### src/sv/scalar_kalman_filter_assert.svh
// assertion macros for the scalar kalman filter
// no dependencies; included by the modules that check their own logic
`ifndef SCALAR_KALMAN_FILTER_ASSERT_SVH
`define SCALAR_KALMAN_FILTER_ASSERT_SVH

`ifndef SYNTHESIS

// antecedent implies consequent in the same cycle
`define SKF_ASSERT_NOW(label, clk, rst, ante, cons) \
   label: assert property (@(posedge clk) disable iff (rst) (ante) |-> (cons)) \
      else $error("skf check failed");

// antecedent implies consequent in the next cycle
`define SKF_ASSERT_NEXT(label, clk, rst, ante, cons) \
   label: assert property (@(posedge clk) disable iff (rst) (ante) |=> (cons)) \
      else $error("skf check failed");

`else

`define SKF_ASSERT_NOW(label, clk, rst, ante, cons)
`define SKF_ASSERT_NEXT(label, clk, rst, ante, cons)

`endif

`endif

### src/sv/skf_pkg.sv
// shared constants, register indexes and control store of the kalman filter
// no dependencies; imported by scalar_kalman_filter
package skf_pkg;

   localparam int FRAC_BITS_DEF    = 16;
   localparam int SAMPLE_WIDTH_DEF = 24;

   // configuration register indexes
   localparam int CSR_INDEX_W = 2;
   localparam logic [CSR_INDEX_W-1:0] REG_PROCESS_NOISE      = 2'd0;
   localparam logic [CSR_INDEX_W-1:0] REG_MEASUREMENT_NOISE  = 2'd1;
   localparam logic [CSR_INDEX_W-1:0] REG_INITIAL_ESTIMATE   = 2'd2;
   localparam logic [CSR_INDEX_W-1:0] REG_INITIAL_COVARIANCE = 2'd3;

   // datapath operations
   localparam int OP_W = 3;
   localparam logic [OP_W-1:0] OP_WAIT  = 3'd0;
   localparam logic [OP_W-1:0] OP_ADDPP = 3'd1;
   localparam logic [OP_W-1:0] OP_SETUP = 3'd2;
   localparam logic [OP_W-1:0] OP_DIV   = 3'd3;
   localparam logic [OP_W-1:0] OP_MULX  = 3'd4;
   localparam logic [OP_W-1:0] OP_MULP  = 3'd5;
   localparam logic [OP_W-1:0] OP_WRITE = 3'd6;

   // conditions that keep the sequencer on its current step
   localparam int HOLD_W = 2;
   localparam logic [HOLD_W-1:0] HOLD_NEVER    = 2'd0;
   localparam logic [HOLD_W-1:0] HOLD_NO_ITEM  = 2'd1;
   localparam logic [HOLD_W-1:0] HOLD_DIV_BUSY = 2'd2;
   localparam logic [HOLD_W-1:0] HOLD_OUT_BUSY = 2'd3;

   // program steps
   localparam int PC_W = 3;
   localparam logic [PC_W-1:0] STEP_WAIT  = 3'd0;
   localparam logic [PC_W-1:0] STEP_ADDPP = 3'd1;
   localparam logic [PC_W-1:0] STEP_SETUP = 3'd2;
   localparam logic [PC_W-1:0] STEP_DIV   = 3'd3;
   localparam logic [PC_W-1:0] STEP_MULX  = 3'd4;
   localparam logic [PC_W-1:0] STEP_MULP  = 3'd5;
   localparam logic [PC_W-1:0] STEP_WRITE = 3'd6;

   typedef struct packed {
      logic [OP_W-1:0]   op;
      logic [HOLD_W-1:0] hold;
      logic [PC_W-1:0]   target;
   } ucode_type;

   // control store: one word per step, target is taken once the hold clears
   function automatic ucode_type ucode_rom(input logic [PC_W-1:0] pc);
      ucode_type w;
      case (pc)
         STEP_WAIT:  w = '{op: OP_WAIT,  hold: HOLD_NO_ITEM,  target: STEP_ADDPP};
         STEP_ADDPP: w = '{op: OP_ADDPP, hold: HOLD_NEVER,    target: STEP_SETUP};
         STEP_SETUP: w = '{op: OP_SETUP, hold: HOLD_NEVER,    target: STEP_DIV};
         STEP_DIV:   w = '{op: OP_DIV,   hold: HOLD_DIV_BUSY, target: STEP_MULX};
         STEP_MULX:  w = '{op: OP_MULX,  hold: HOLD_NEVER,    target: STEP_MULP};
         STEP_MULP:  w = '{op: OP_MULP,  hold: HOLD_NEVER,    target: STEP_WRITE};
         STEP_WRITE: w = '{op: OP_WRITE, hold: HOLD_OUT_BUSY, target: STEP_WAIT};
         default:    w = '{op: OP_WAIT,  hold: HOLD_NEVER,    target: STEP_WAIT};
      endcase
      return w;
   endfunction

endpackage

### src/sv/scalar_kalman_filter.sv
// one-dimensional kalman filter: microcoded sequencer over a small fixed-point datapath
// depends on skf_pkg and scalar_kalman_filter_assert.svh
//
// Each accepted item runs through a seven-step control program: accept, grow the
// covariance by q, form the denominator, a restoring divider that yields one gain bit
// per cycle, the estimate product, the covariance product and the write of the result
// register. The write step waits only while the previous result has not been taken.
// A new item is accepted while the result of the previous one still sits in the output
// register. Configuration registers may be written at any time the block is idle;
// restart on an item reloads the estimate and covariance from them, a zero denominator
// gives gain 0 and flags the step.
module scalar_kalman_filter #(
   parameter int FRAC_BITS    = skf_pkg::FRAC_BITS_DEF,
   parameter int SAMPLE_WIDTH = skf_pkg::SAMPLE_WIDTH_DEF
) (
   input  logic clock,
   input  logic reset,

   input  logic                                    csr_valid,
   output logic                                    csr_ready,
   input  logic [skf_pkg::CSR_INDEX_W-1:0]         csr_index,
   input  logic [((SAMPLE_WIDTH > FRAC_BITS + 2) ? SAMPLE_WIDTH : FRAC_BITS + 2)-1:0]
                                                   csr_data,

   input  logic                                    req_tvalid,
   output logic                                    req_tready,
   // measurement
   input  logic [((SAMPLE_WIDTH + 7) / 8) * 8-1:0] req_tdata,
   // restart
   input  logic                                    req_tuser,
   input  logic                                    req_tlast,

   output logic                                    rsp_tvalid,
   input  logic                                    rsp_tready,
   // estimate, gain, covariance
   output logic [((SAMPLE_WIDTH + 2 * FRAC_BITS + 3 + 7) / 8) * 8-1:0] rsp_tdata,
   // step_invalid, run_invalid
   output logic [1:0]                              rsp_tuser
);
   import skf_pkg::*;

   localparam int SW       = SAMPLE_WIDTH;
   localparam int NOISE_W  = FRAC_BITS + 1;
   localparam int GAIN_W   = FRAC_BITS + 1;
   localparam int COV_W    = FRAC_BITS + 2;
   localparam int PP_W     = FRAC_BITS + 3;
   localparam int DEN_W    = FRAC_BITS + 4;
   localparam int DIFF_W   = SW + 1;
   localparam int PX_W     = GAIN_W + 1 + DIFF_W;
   localparam int PP_PROD_W = GAIN_W + PP_W;
   localparam int CNT_W    = $clog2(FRAC_BITS + 1);
   localparam int OUT_W    = ((SW + 2 * FRAC_BITS + 3 + 7) / 8) * 8;

   localparam longint ONE_L   = longint'(1) << FRAC_BITS;
   localparam longint TENTH_L = (ONE_L + 5) / 10;
   localparam longint X0_L    = (ONE_L * 39 + 50) / 100;

   localparam logic [NOISE_W-1:0] RST_NOISE = NOISE_W'(TENTH_L);
   localparam logic [COV_W-1:0]   RST_COV   = COV_W'(TENTH_L);
   localparam logic [SW-1:0]      RST_X0    = SW'(X0_L);

   localparam logic [GAIN_W-1:0]         ONE     = GAIN_W'(ONE_L);
   localparam logic [CNT_W-1:0]          CNT_TOP = CNT_W'(FRAC_BITS);
   localparam logic signed [PX_W-1:0]    HALF_X  = PX_W'(ONE_L >> 1);
   localparam logic [PP_PROD_W-1:0]      HALF_P  = PP_PROD_W'(ONE_L >> 1);
   localparam logic signed [PX_W-1:0]    SMAX    = (PX_W'(1) << (SW - 1)) - PX_W'(1);
   localparam logic signed [PX_W-1:0]    SMIN    = -SMAX - PX_W'(1);
   localparam logic [PP_PROD_W-1:0]      COV_MAX = (PP_PROD_W'(1) << COV_W) - PP_PROD_W'(1);

   // configuration registers
   logic [NOISE_W-1:0] q_ff, r_ff;
   logic [SW-1:0]      x0_ff;
   logic [COV_W-1:0]   p0_ff;

   // filter state
   logic [SW-1:0]    x_ff;
   logic [COV_W-1:0] p_ff;
   logic             run_seen_ff;

   // sequencer
   logic [PC_W-1:0] pc_ff, pc_in;
   ucode_type       uc;
   logic            hold;

   // datapath
   logic [SW-1:0]               m_ff;
   logic                        last_ff;
   logic [PP_W-1:0]             pp_ff;
   logic [DEN_W-1:0]            den_ff;
   logic [DEN_W:0]              rem_ff;
   logic [GAIN_W-1:0]           quot_ff;
   logic [CNT_W-1:0]            cnt_ff;
   logic                        bad_ff;
   logic signed [PX_W-1:0]      prodx_ff;
   logic [PP_PROD_W-1:0]        prodp_ff;

   // result register
   logic                 rsp_tvalid_ff;
   logic [SW-1:0]        est_ff;
   logic [GAIN_W-1:0]    gain_ff;
   logic [COV_W-1:0]     cov_ff;
   logic                 step_bad_ff;
   logic                 run_bad_ff;

   logic                        req_accept;
   logic                        out_busy;
   logic [DEN_W-1:0]            den_w;
   logic [DEN_W:0]              trial_w;
   logic                        fits_w;
   logic [GAIN_W-1:0]           k_w;
   logic signed [DIFF_W-1:0]    diff_w;
   logic signed [GAIN_W:0]      k_s;
   logic signed [PX_W-1:0]      xsum_w;
   logic [SW-1:0]               x_new;
   logic [PP_PROD_W-1:0]        pr_w;
   logic [COV_W-1:0]            p_new;
   logic                        run_any;

   assign uc         = ucode_rom(pc_ff);
   assign csr_ready  = 1'b1;
   assign req_tready = (uc.op == OP_WAIT);
   assign req_accept = req_tvalid && req_tready;
   assign out_busy   = rsp_tvalid_ff && !rsp_tready;

   always_comb begin
      case (uc.hold)
         HOLD_NEVER:    hold = 1'b0;
         HOLD_NO_ITEM:  hold = !req_tvalid;
         HOLD_DIV_BUSY: hold = (cnt_ff != '0);
         HOLD_OUT_BUSY: hold = out_busy;
         default:       hold = 1'b0;
      endcase
      pc_in = hold ? pc_ff : uc.target;
   end

   // divider step; the first iteration compares pp itself, later ones the doubled remainder
   assign den_w   = DEN_W'(pp_ff) + DEN_W'(r_ff);
   assign trial_w = (cnt_ff == CNT_TOP) ? rem_ff : {rem_ff[DEN_W-1:0], 1'b0};
   assign fits_w  = (trial_w >= {1'b0, den_ff});

   // zero denominator forces gain 0, which leaves x as is and p at pp
   assign k_w    = bad_ff ? '0 : quot_ff;
   assign diff_w = {m_ff[SW-1], m_ff} - {x_ff[SW-1], x_ff};
   assign k_s    = {1'b0, k_w};

   always_comb begin
      xsum_w = PX_W'($signed(x_ff)) + ((prodx_ff + HALF_X) >>> FRAC_BITS);
      if (xsum_w > SMAX) begin
         x_new = SMAX[SW-1:0];
      end else if (xsum_w < SMIN) begin
         x_new = SMIN[SW-1:0];
      end else begin
         x_new = xsum_w[SW-1:0];
      end
      pr_w = (prodp_ff + HALF_P) >> FRAC_BITS;
      p_new = (pr_w > COV_MAX) ? COV_MAX[COV_W-1:0] : pr_w[COV_W-1:0];
      run_any = run_seen_ff || bad_ff;
   end

   // control state
   always_ff @(posedge clock) begin
      if (reset) begin
         pc_ff         <= STEP_WAIT;
         q_ff          <= RST_NOISE;
         r_ff          <= RST_NOISE;
         x0_ff         <= RST_X0;
         p0_ff         <= RST_COV;
         x_ff          <= RST_X0;
         p_ff          <= RST_COV;
         run_seen_ff   <= 1'b0;
         rsp_tvalid_ff <= 1'b0;
      end else begin
         pc_ff <= pc_in;
         if (csr_valid && csr_ready) begin
            case (csr_index)
               REG_PROCESS_NOISE:      q_ff  <= csr_data[NOISE_W-1:0];
               REG_MEASUREMENT_NOISE:  r_ff  <= csr_data[NOISE_W-1:0];
               REG_INITIAL_ESTIMATE:   x0_ff <= csr_data[SW-1:0];
               REG_INITIAL_COVARIANCE: p0_ff <= csr_data[COV_W-1:0];
               default: ;
            endcase
         end
         if (req_accept && req_tuser) begin
            x_ff <= x0_ff;
            p_ff <= p0_ff;
         end
         if (uc.op == OP_WRITE && !out_busy) begin
            x_ff          <= x_new;
            p_ff          <= p_new;
            run_seen_ff   <= last_ff ? 1'b0 : run_any;
            rsp_tvalid_ff <= 1'b1;
         end else if (rsp_tready) begin
            rsp_tvalid_ff <= 1'b0;
         end
      end
   end

   // datapath registers
   always_ff @(posedge clock) begin
      case (uc.op)
         OP_WAIT: begin
            if (req_accept) begin
               m_ff    <= req_tdata[SW-1:0];
               last_ff <= req_tlast;
            end
         end
         OP_ADDPP: begin
            pp_ff <= PP_W'(p_ff) + PP_W'(q_ff);
         end
         OP_SETUP: begin
            den_ff <= den_w;
            rem_ff <= (DEN_W + 1)'(pp_ff);
            bad_ff <= (den_w == '0);
            cnt_ff <= CNT_TOP;
         end
         OP_DIV: begin
            rem_ff  <= fits_w ? trial_w - {1'b0, den_ff} : trial_w;
            quot_ff <= {quot_ff[GAIN_W-2:0], fits_w};
            cnt_ff  <= cnt_ff - CNT_W'(1);
         end
         OP_MULX: begin
            prodx_ff <= diff_w * k_s;
         end
         OP_MULP: begin
            prodp_ff <= (ONE - k_w) * pp_ff;
         end
         OP_WRITE: begin
            if (!out_busy) begin
               est_ff      <= x_new;
               gain_ff     <= k_w;
               cov_ff      <= p_new;
               step_bad_ff <= bad_ff;
               run_bad_ff  <= last_ff && run_any;
            end
         end
         default: ;
      endcase
   end

   assign rsp_tvalid = rsp_tvalid_ff;
   assign rsp_tdata  = OUT_W'({cov_ff, gain_ff, est_ff});
   assign rsp_tuser  = {run_bad_ff, step_bad_ff};

`include "scalar_kalman_filter_assert.svh"

   `SKF_ASSERT_NEXT(a_accept_starts_program, clock, reset, req_accept, pc_ff == STEP_ADDPP)
   `SKF_ASSERT_NOW(a_bad_step_zero, clock, reset, rsp_tvalid_ff && step_bad_ff,
                   gain_ff == '0 && cov_ff == '0)
   `SKF_ASSERT_NOW(a_gain_at_most_one, clock, reset, rsp_tvalid_ff, gain_ff <= ONE)
   `SKF_ASSERT_NOW(a_div_remainder_below, clock, reset,
                   uc.op == OP_DIV && cnt_ff != CNT_TOP && !bad_ff, rem_ff < {1'b0, den_ff})

endmodule

### config.mk
export PLATFORM = sky130hd
export DESIGN_NAME = scalar_kalman_filter
export DESIGN_NICKNAME = d
export VERILOG_FILES = /design/src/sv/skf_pkg.sv /design/src/sv/scalar_kalman_filter.sv
export VERILOG_INCLUDE_DIRS = /design/src /design/src/sv
export SDC_FILE = /design/constraint.sdc
export NUM_CORES = 2
export LEC_CHECK = 0
export BUFFER_PORTS_ARGS = -buffer_cell sky130_fd_sc_hd__buf_2
export CELL_PAD_IN_SITES_DETAIL_PLACEMENT = 1
export CELL_PAD_IN_SITES_GLOBAL_PLACEMENT = 2
export CORE_ASPECT_RATIO = 0.9
export CORE_MARGIN = 2
export CORE_UTILIZATION = 45
export DETAILED_ROUTE_END_ITERATION = 12
export MAX_ROUTING_LAYER = met4
export PLACE_DENSITY = 0.95
export REMOVE_ABC_BUFFERS = 1
export SLEW_MARGIN = 20
export SYNTH_ARGS = -nofsm -noshare
export SYNTH_HDL_FRONTEND = slang
export SYNTH_SLANG_ARGS = --single-unit
### constraint.sdc
create_clock -name clock -period 21.1 [get_ports clock]
set_input_delay 5.275 -clock clock [delete_from_list [all_inputs] [get_ports clock]]
set_output_delay 5.275 -clock clock [all_outputs]
set_load 0.02 [all_outputs]
==> flow_metrics.py <==
metrics = {
    "status": {
        "status": "complete, no violations",
    },
    "synthesis": {
        "synth_top_area_share_pct": 31.69,
        "ys_seq_area_share_pct": 20.67,
        "synth.avg_cell_area_um2": 9.160,
        "synth_top_family_by_area": "adder cells",
        "synth_area_um2": 43590,
        "async_flop_share_pct": 0,
        "yosysUniqueCellTypes": 81,
        "synthAdderAreaFrac_pct": 41.14,
        "netlist_instances": 4758,
        "synth-compound-area-share_pct": 7.622,
        "synth_common_cells": "inv_1 (917), nand2_1 (750), fa_1 (690)",
        "yosys-top-cells-area": "fa_1 (32%), edfxtp_1 (15%), ha_1 (9.4%)",
        "synth.most_common_cell": "inv_1",
        "synth_xor_xnor_area_share_pct": 4.200,
        "synth-seq-cells": 341,
        "synth_flop_cell": "edfxtp_1",
        "synth_edf_count": 218,
        "yosysWarnings": 0,
        "synthSimpleGateAreaFrac_pct": 15.65,
        "yosysTopAreaCell": "fa_1",
        "synth_mux_area_share_pct": 0.9301,
    },
    "clocking": {
        "cts_resized": 0,
        "cts_tree": "built",
        "cts_buffers": 42,
        "ctsHoldBuffers": 0,
        "clk_pin_slew_ps": 70,
        "clock-root-buffer": "clkbuf_16",
        "clock_sinks": 341,
        "clkLatencyLatePin_ps": 610,
        "cts_setup_buffers": 0,
        "htree_levels": 2,
        "cts_max_path_buffers": 3,
    },
    "final_layout": {
        "final_net_count": 5885,
        "drive_gt1_share_pct": 7.268,
        "diodes": 0,
        "syn2layout_area_growth_pct": 8.098,
        "fin_area_um2": 47120,
        "fillerInstances": 11120,
    },
    "die": {
        "die_x_um": 332.1,
        "num_rows": 108,
        "core_area_um2": 96210,
        "fp.dieArea_um2": 99360,
        "io_pins": 126,
        "die_h_um": 299.2,
        "initial_core_util_pct": 45.30,
    },
    "routing": {
        "dr.pass1.iters": 7,
        "avgViaCountPerCell": 5.506,
        "wl_per_cell_um": 22.15,
        "vias": 33630,
        "drc": 0,
        "routed_wl_mm": 135.3,
        "drt-initial-drc-count": 1943,
        "final_antenna_net_count": 0,
    },
    "place": {
        "port_buffers": 119,
        "place_congestion": 0.8987,
        "dp_hpwl_mm": 107.4,
        "place_area_um2": 45680,
    },
    "sta": {
        "fin_hold_ws_ps": 455.6,
        "min_period_over_period_pct": 50.25,
        "relSlewSlack_pct": 21.80,
        "worst_pin_slew_ps": 1172,
        "min_period_ps": 10600,
        "fmax_mhz": 94.31,
        "rsz0062_at_grt": "no",
        "finalSetupViolations": 0,
        "finalSetupTns_ps": 0,
        "clock_skew_ps": 44.66,
        "hold_viol": 0,
        "slew_violations": 0,
    },
    "setup_path": {
        "cp_max_fo": 24,
        "end_kind": "flop",
        "crit_type": "flop to flop",
        "max_stage_delay_ps": 840,
        "crit_arrival_ps": 10960,
        "cpMaxStageDelayCell": "nand2b_1",
        "cp_data_required_time_ps": 21450,
        "critPathLaunchType": "flop",
        "cpMostUsedCell": "fa_1",
    },
    "job": {
        "drv_cap": 0,
    },
    "global_route": {
        "grt_pass1_wl_mm": 213.0,
        "grt_pass1_vias": 37540,
        "track_usage_pct": 28.47,
        "grt_max_degree": 95,
        "grt-ovfl-total": 0,
        "antenna_found_initial": 3,
    },
    "hold_path": {
        "hold_path_class": "flop to flop",
    },
}
## cell families after synthesis
logic type                 after synthesis
AOI/OAI and AO/OA                      505
muxes                                   38
and+or+nand+nor                       1526
DFF                                    341
adders and majority gates             1019
xor gates and xnor gates               209
buffers and inverters                 1118
other                                    2
## per-stage QoR
stage / setup slack [ps] / instances / utilization (%)
3_5_place_dp: 10790 / 6030 / 47.48
6_report: 10500 / 6108 / 48.97
4_1_cts: 10720 / 6108 / 48.95
5_1_grt: 9954 / 6108 / 48.97
3_3_place_gp: 11080 / 6030 / 47.48
2_1_floorplan: 12510 / 4567 / -
## placed cells by master (no fill, tap or decap), types with 8 or more instances in the layout
cell,count
nand2b_1,44
and2_1,140
nor4_1,8
nand3b_1,31
edfxtp_1,218
mux2i_1,18
a211o_1,9
a211oi_1,22
nand2_1,750
a21boi_0,8
nand4_1,17
xnor2_1,125
dfxtp_1,123
a31oi_1,15
buf_4,80
or2_2,19
a22o_1,24
ha_1,329
and3_1,30
nor2_1,332
or3_1,8
nor3_1,31
a21o_1,48
o21ai_0,79
o21a_1,20
a21oi_1,178
mux2_2,20
clkbuf_16,44
a221oi_1,12
buf_2,118
nor2b_1,26
o21bai_1,10
fa_1,690
nand3_1,54
clkbuf_1,9
and4_1,9
inv_1,917
clkinv_2,8
xor2_1,78
## state kept, by name, summed over array words and instances (netlist names), 20 cells and up
signal	count
den_ff	20
x_ff	24
prodp_ff	21
m_ff	24
x0_ff	24
est_ff	24
rem_ff	21
prodx_ff	28
## final timing paths
| kind | slack (ps) | cells after the start | startpoint | end |
|---|---|---|---|---|
| setup / recovery | 10500 | 28 | bad_ff$_DFFE_PN_ | prodp_ff[35]$_DFFE_PN_ |
| hold / removal | 460 | 0 | quot_ff[8]$_DFFE_PN_ | quot_ff[9]$_DFFE_PN_ |
| setup reg to reg | 10500 | 28 | bad_ff$_DFFE_PN_ | prodp_ff[35]$_DFFE_PN_ |
| hold reg to reg | 460 | 0 | quot_ff[8]$_DFFE_PN_ | quot_ff[9]$_DFFE_PN_ |
## layout make-up
class	instances	area [um2]	area share [%]
well taps	1265	1583	3.359
inverters	923	3467	7.359
multi-input cells	3303	30460	64.64
clock buffers	58	1204	2.555
flip-flops and latches	341	9009	19.12
repair buffers	198	1191	2.528
clock inverters	20	205.2	0.4355
## per-layer routing
layer / vias to the layer above / global-route usage (%) / routed length, um
met4: 0 / 10.75 / 5332
met1: 17460 / 35.00 / 55010
met2: 1003 / 48.68 / 67800
met5: - / - / 0
li1: 14900 / - / -
met3: 269 / 2.853 / 7142
## critical path: cells and delay by family, from the launching register on
kind | cells | cell delay, ps
adder cells (fa/ha/maj) | 7 | 3240
AND/OR/NAND/NOR | 9 | 3210
AO/OA/AOI/OAI | 7 | 2340
flip-flops | 1 | 770
buffers and inverters | 4 | 730
XOR/XNOR | 1 | 80
Power is not shown: default switching activity piles up to over one toggle a cycle in this logic, so the estimate is an artifact.
